===== config.mk =====
export PLATFORM = sky130hd
export DESIGN_NAME = rcgs_ctrl
export DESIGN_NICKNAME = d
export VERILOG_FILES = /design/src/hw/rtl/rcgs_pkg.sv /design/src/hw/rtl/rcgs_ctrl.sv
export SDC_FILE = /design/constraint.sdc
export NUM_CORES = 1
export LEC_CHECK = 0
export ABC_CLOCK_PERIOD_IN_PS = 3800
export BUFFER_PORTS_ARGS = -buffer_cell sky130_fd_sc_hd__buf_2
export CORE_AREA = 4 4 41 43
export CTS_BUF_LIST = sky130_fd_sc_hd__clkbuf_16
export DETAILED_ROUTE_END_ITERATION = 10
export DIE_AREA = 0 0 45 47
export PLACE_DENSITY = 0.62
export SYNTH_ARGS = -nofsm -noshare
export SYNTH_HDL_FRONTEND = slang
export SYNTH_SLANG_ARGS = --single-unit

===== constraint.sdc =====
create_clock -name clock -period 3.8 [get_ports clock]
set_clock_uncertainty 0.15 [all_clocks]
set_input_delay 0.76 -clock clock [delete_from_list [all_inputs] [get_ports clock]]
set_output_delay 0.76 -clock clock [all_outputs]
set_load 0.01 [all_outputs]

===== src/hw/rtl/rcgs_pkg.sv =====
// Package for the RGB current grid smoother: sizes, codes and shared types.
// Used by the controller, the datapath, the top level and the checker.
package rcgs_pkg;

   localparam int GRID_LEVELS  = 10;
   localparam int SAMPLE_BITS  = 16;
   localparam int LEVEL_BITS   = 4;
   localparam int OUT_BITS     = 20;
   localparam int FRAC_BITS    = 4;
   localparam int SUM_DIVISOR  = 9;
   localparam int ROUND_BIAS   = 4;

   localparam int CELL_COUNT   = GRID_LEVELS * GRID_LEVELS * GRID_LEVELS;
   localparam int ADDR_BITS    = $clog2(CELL_COUNT);
   localparam int STRIDE_RED   = GRID_LEVELS * GRID_LEVELS;
   localparam int STRIDE_GREEN = GRID_LEVELS;
   localparam int STRIDE_BLUE  = 1;

   // Nine samples at most, so four extra bits hold the sum.
   localparam int SUM_BITS     = SAMPLE_BITS + 4;
   localparam int NUM_BITS     = SUM_BITS + FRAC_BITS;

   // Reciprocal of nine, rounded up. With four guard bits over the numerator
   // width the truncated product equals the exact floor of the quotient.
   localparam int RECIP_SHIFT  = NUM_BITS + 4;
   localparam int RECIP_BITS   = RECIP_SHIFT - 3;
   localparam longint unsigned RECIP_VALUE =
      ((64'd1 << RECIP_SHIFT) + 64'(SUM_DIVISOR - 1)) / 64'(SUM_DIVISOR);
   localparam int PROD_BITS    = NUM_BITS + RECIP_BITS;
   localparam int QUO_BITS     = PROD_BITS - RECIP_SHIFT;
   localparam longint unsigned OUT_MAX = (64'd1 << OUT_BITS) - 64'd1;

   typedef logic [LEVEL_BITS-1:0]  level_type;
   typedef logic [ADDR_BITS-1:0]   addr_type;
   typedef logic [SAMPLE_BITS-1:0] sample_type;
   typedef logic [OUT_BITS-1:0]    out_type;

   typedef enum logic {
      OP_WRITE = 1'b0,
      OP_READ  = 1'b1
   } rcgs_op_type;

   typedef enum logic [2:0] {
      ST_IDLE,
      ST_WRITE,
      ST_FETCH,
      ST_DRAIN,
      ST_DIVIDE,
      ST_FINISH
   } rcgs_state_type;

   // Order of the seven memory reads of one smoothed cell.
   typedef enum logic [2:0] {
      STEP_CENTRE,
      STEP_RED_LO,
      STEP_RED_HI,
      STEP_GREEN_LO,
      STEP_GREEN_HI,
      STEP_BLUE_LO,
      STEP_BLUE_HI
   } rcgs_step_type;

   typedef struct packed {
      logic          capture;
      logic          write;
      logic          read;
      rcgs_step_type step;
      logic          divide;
      logic          load_out;
   } rcgs_cmd_type;

   typedef struct packed {
      logic req_is_read;
      logic out_free;
   } rcgs_status_type;

   // Levels past the grid clamp to the last level.
   function automatic level_type sat_level(input level_type lvl);
      if ({1'b0, lvl} >= (LEVEL_BITS + 1)'(GRID_LEVELS)) begin
         return LEVEL_BITS'(GRID_LEVELS - 1);
      end
      return lvl;
   endfunction

   function automatic logic is_edge(input level_type lvl);
      return (lvl == '0) || (lvl == LEVEL_BITS'(GRID_LEVELS - 1));
   endfunction

endpackage


===== src/hw/rtl/rcgs_ctrl.sv =====
// Controller of the grid smoother: sequences writes and the seven-read fetch.
// Depends on rcgs_pkg for the state, step, command and status types.
module rcgs_ctrl
   import rcgs_pkg::*;
(
   input  logic            clock,
   input  logic            reset,
   input  logic            req_valid,
   output logic            req_stall,
   input  rcgs_status_type status,
   output rcgs_cmd_type    cmd
);

   rcgs_state_type state_ff, state_in;
   rcgs_step_type  step_ff, step_in;

   always_ff @(posedge clock) begin
      if (reset) begin
         state_ff <= ST_IDLE;
         step_ff  <= STEP_CENTRE;
      end else begin
         state_ff <= state_in;
         step_ff  <= step_in;
      end
   end

   always_comb begin
      state_in  = state_ff;
      step_in   = step_ff;
      cmd       = '0;
      cmd.step  = step_ff;
      req_stall = 1'b1;
      unique case (state_ff)
         ST_IDLE: begin
            req_stall = 1'b0;
            step_in   = STEP_CENTRE;
            if (req_valid) begin
               cmd.capture = 1'b1;
               state_in    = status.req_is_read ? ST_FETCH : ST_WRITE;
            end
         end
         ST_WRITE: begin
            cmd.write = 1'b1;
            state_in  = ST_IDLE;
         end
         ST_FETCH: begin
            cmd.read = 1'b1;
            if (step_ff == STEP_BLUE_HI) begin
               step_in  = STEP_CENTRE;
               state_in = ST_DRAIN;
            end else begin
               step_in = rcgs_step_type'(step_ff + 3'd1);
            end
         end
         // The last read lands in the accumulator during this cycle.
         ST_DRAIN: begin
            state_in = ST_DIVIDE;
         end
         ST_DIVIDE: begin
            cmd.divide = 1'b1;
            state_in   = ST_FINISH;
         end
         ST_FINISH: begin
            if (status.out_free) begin
               cmd.load_out = 1'b1;
               state_in     = ST_IDLE;
            end
         end
         default: begin
            state_in = ST_IDLE;
         end
      endcase
   end

endmodule


==> impl_metrics.tcl <==
set metrics [dict create \
    path_cells "or3_4, nor2_2, buf_2" \
    rsz0062_at_grt "no" \
    crit_buf_inv 1 \
    hold-path-cell-count 2 \
    dr.pass1.iters 4 \
    post_dp_cell_area_um2 430 \
    fmaxAchievable_mhz 459 \
    start_util_pct 28.8 \
    num_vias 364 \
    fin_crit_sh_pct 57.3 \
    drt-initial-drc-count 8 \
    root_buffer "clkbuf_16" \
    dieArea_mm2 0.00212 \
    syn_inst 46 \
    cp.depth 3 \
    grt.total_usage_pct 8.54 \
    avgSynthCellArea_um2 8.13 \
    wl_um 780 \
    cp.arrival_ps 1270 \
    final_common_cell "buf_2" \
    grt_pass1_vias 290 \
    cp_top_family "simple AND/OR/NAND/NOR gates" \
    tritoncts "built" \
    post_cts_buffers 0 \
    drv_cap 0 \
    worst_setup_path_end_kind "output port" \
    clkPwrFrac_pct 63.5 \
    ys_seq_elements 6 \
    switching_power_mw 0.0495 \
    power_density_mw_per_mm2 520 \
    fp.dieW_um 45 \
    ant_nets 0 \
    ir_worst_vdd_mv 0.357 \
    p_comb_share_pct 9.2 \
    antenna_found_initial 0 \
    cpPeakStageDelay_ps 440 \
    yosys_warnings 0 \
    wire_per_inst_um 10.5 \
    gp_congestion 0.632 \
    post_drt_via_cell_ratio 4.92 \
    fin_util_pct 38.8 \
    port_buffers 13 \
    fin_setup_tns_ps 0 \
    clock_sinks 6 \
    drcViolationCount 0 \
    area_growth_pct 35.1 \
    critPathSlowestCell "or3_4" \
    fillers 143 \
    p_leak_nw 0.224 \
    synthesis.nets 51 \
    die_h_um 47 \
    critPathKind "reg -> out" \
    multi_input_area_um2 219 \
    cts_max_path_buffers 2 \
    grt_first_pass_wirelength_um 1320 \
    holdWs_ps 399 \
    hold_violations 0 \
    seq_power_share_pct 27.3 \
    setup_viol 0 \
    final_cell_mix "buf_2, a21oi_1, dfxtp_1" \
    nets 66 \
    finalInstanceArea_um2 505 \
    worstHoldPathType "reg -> reg" \
    swShare_pct 18.8 \
    clk_pin_slew_worst_paths_ps 30 \
    insertion_delay_ps 220 \
    cts_hold_repair.buffers 0 \
    coreArea_mm2 0.00130 \
    cts_max_level 1 \
    r2r_cells 3 \
    regArea_um2 120 \
    maxSlewViolCount 0 \
    numCtsBuffers 3 \
    crit_fanout 14 \
    grt_max_degree 15 \
    cp.required_ps 2890 \
    outcome "finished clean" \
    p_int_mw 0.214 \
    post-route-min-period_ps 2180 \
    critPathLaunchType "flip-flop" \
    relSlewSlack_pct 73.9 \
    synth_cell_types 23 \
    worst_slew_pin_slew_ps 391 \
    top_level_ports 14 \
    rows 13 \
    cts_resized 0 \
    power_mw 0.263 \
    overflow 0 \
    synth_area_um2 374 \
    antenna_cells 0 \
    synth_seq_area_share_pct 32.1 \
    drive_gt1_share_pct 32.2 \
]
per-layer routing:
| layer | GRT usage, % | up-vias | wire, um |
|---|---|---|---|
| met1 | 11.2 | 166 | 375 |
| met2 | 13.0 | 7 | 364 |
| li1 | - | 191 | - |
| met5 | 0 | - | 0 |
| met3 | 3.83 | 0 | 41 |
| met4 | 1.75 | 0 | 0 |
final timing paths:
path	slack (ps)	start	to
max	1620	state_ff[1]	cmd[7]
min	400	step_ff[0]	step_ff[2]
max reg2reg	2500	state_ff[1]	state_ff[0]
min reg2reg	400	step_ff[0]	step_ff[2]
power by group through the flow:
stage | clock network (mW) | registers [mW] | logic [mW]
2_1_floorplan | 0 | 0.0692 | 0.0201
3_3_place_gp | 0 | 0.0729 | 0.0244
3_5_place_dp | 0 | 0.0726 | 0.0245
4_1_cts | 0.170 | 0.0718 | 0.0246
5_1_grt | 0.177 | 0.0731 | 0.0272
6_report | 0.167 | 0.0719 | 0.0242
worst register-to-register path, cell delays in order (launching register included):
cell and delay (ps):
dfxtp_1 540, nand4b_1 150, a31oi_1 240, and3_1 170
area by class of cell:
type	instances	area share, %
tap	15	3.71
sequential	6	23.8
multi-input combinational	35	43.3
timing repair buffer	13	12.9
clock buffer	3	14.9
inverter	2	1.49
kinds of logic after synthesis:
group	synth area share [%]
buffers and inverters	9.36
AO/OA/AOI/OAI	19.1
flip-flops	32.1
AND/OR/NAND/NOR	39.5
cells in the mapped netlist:
cell type	number	share of area, %
and2_1	1	1.7
nor4_1	1	1.7
nor2_2	1	1.7
or3_4	1	3.0
o21ai_0	3	4.0
o21a_1	1	2.0
nand4_1	1	1.7
buf_6	2	6.0
dfxtp_1	6	32
nand2b_1	2	3.3
nand2_1	2	2.0
a31oi_1	1	1.7
nor2_1	3	3.0
inv_1	2	2.0
nand4b_1	2	4.7
o21ai_1	1	1.3
o31ai_1	1	2.0
buf_2	1	1.3
nor3b_1	3	6.0
a21oi_1	6	8.0
nor2b_1	2	3.3
and3_1	2	3.3
nor4b_2	1	4.0
sequential cells by signal, summed over array words and instances (netlist names):
register	count
state_ff	3
step_ff	3
stage by stage:
stage                     worst slack (ps)  instances
after floorplan                       1910         46
after global placement                1770         71
after detailed placement              1770         71
after CTS                             1620         74
after global routing                  1530         74
final                                 1620         74
(Power assumes the default switching activity.)
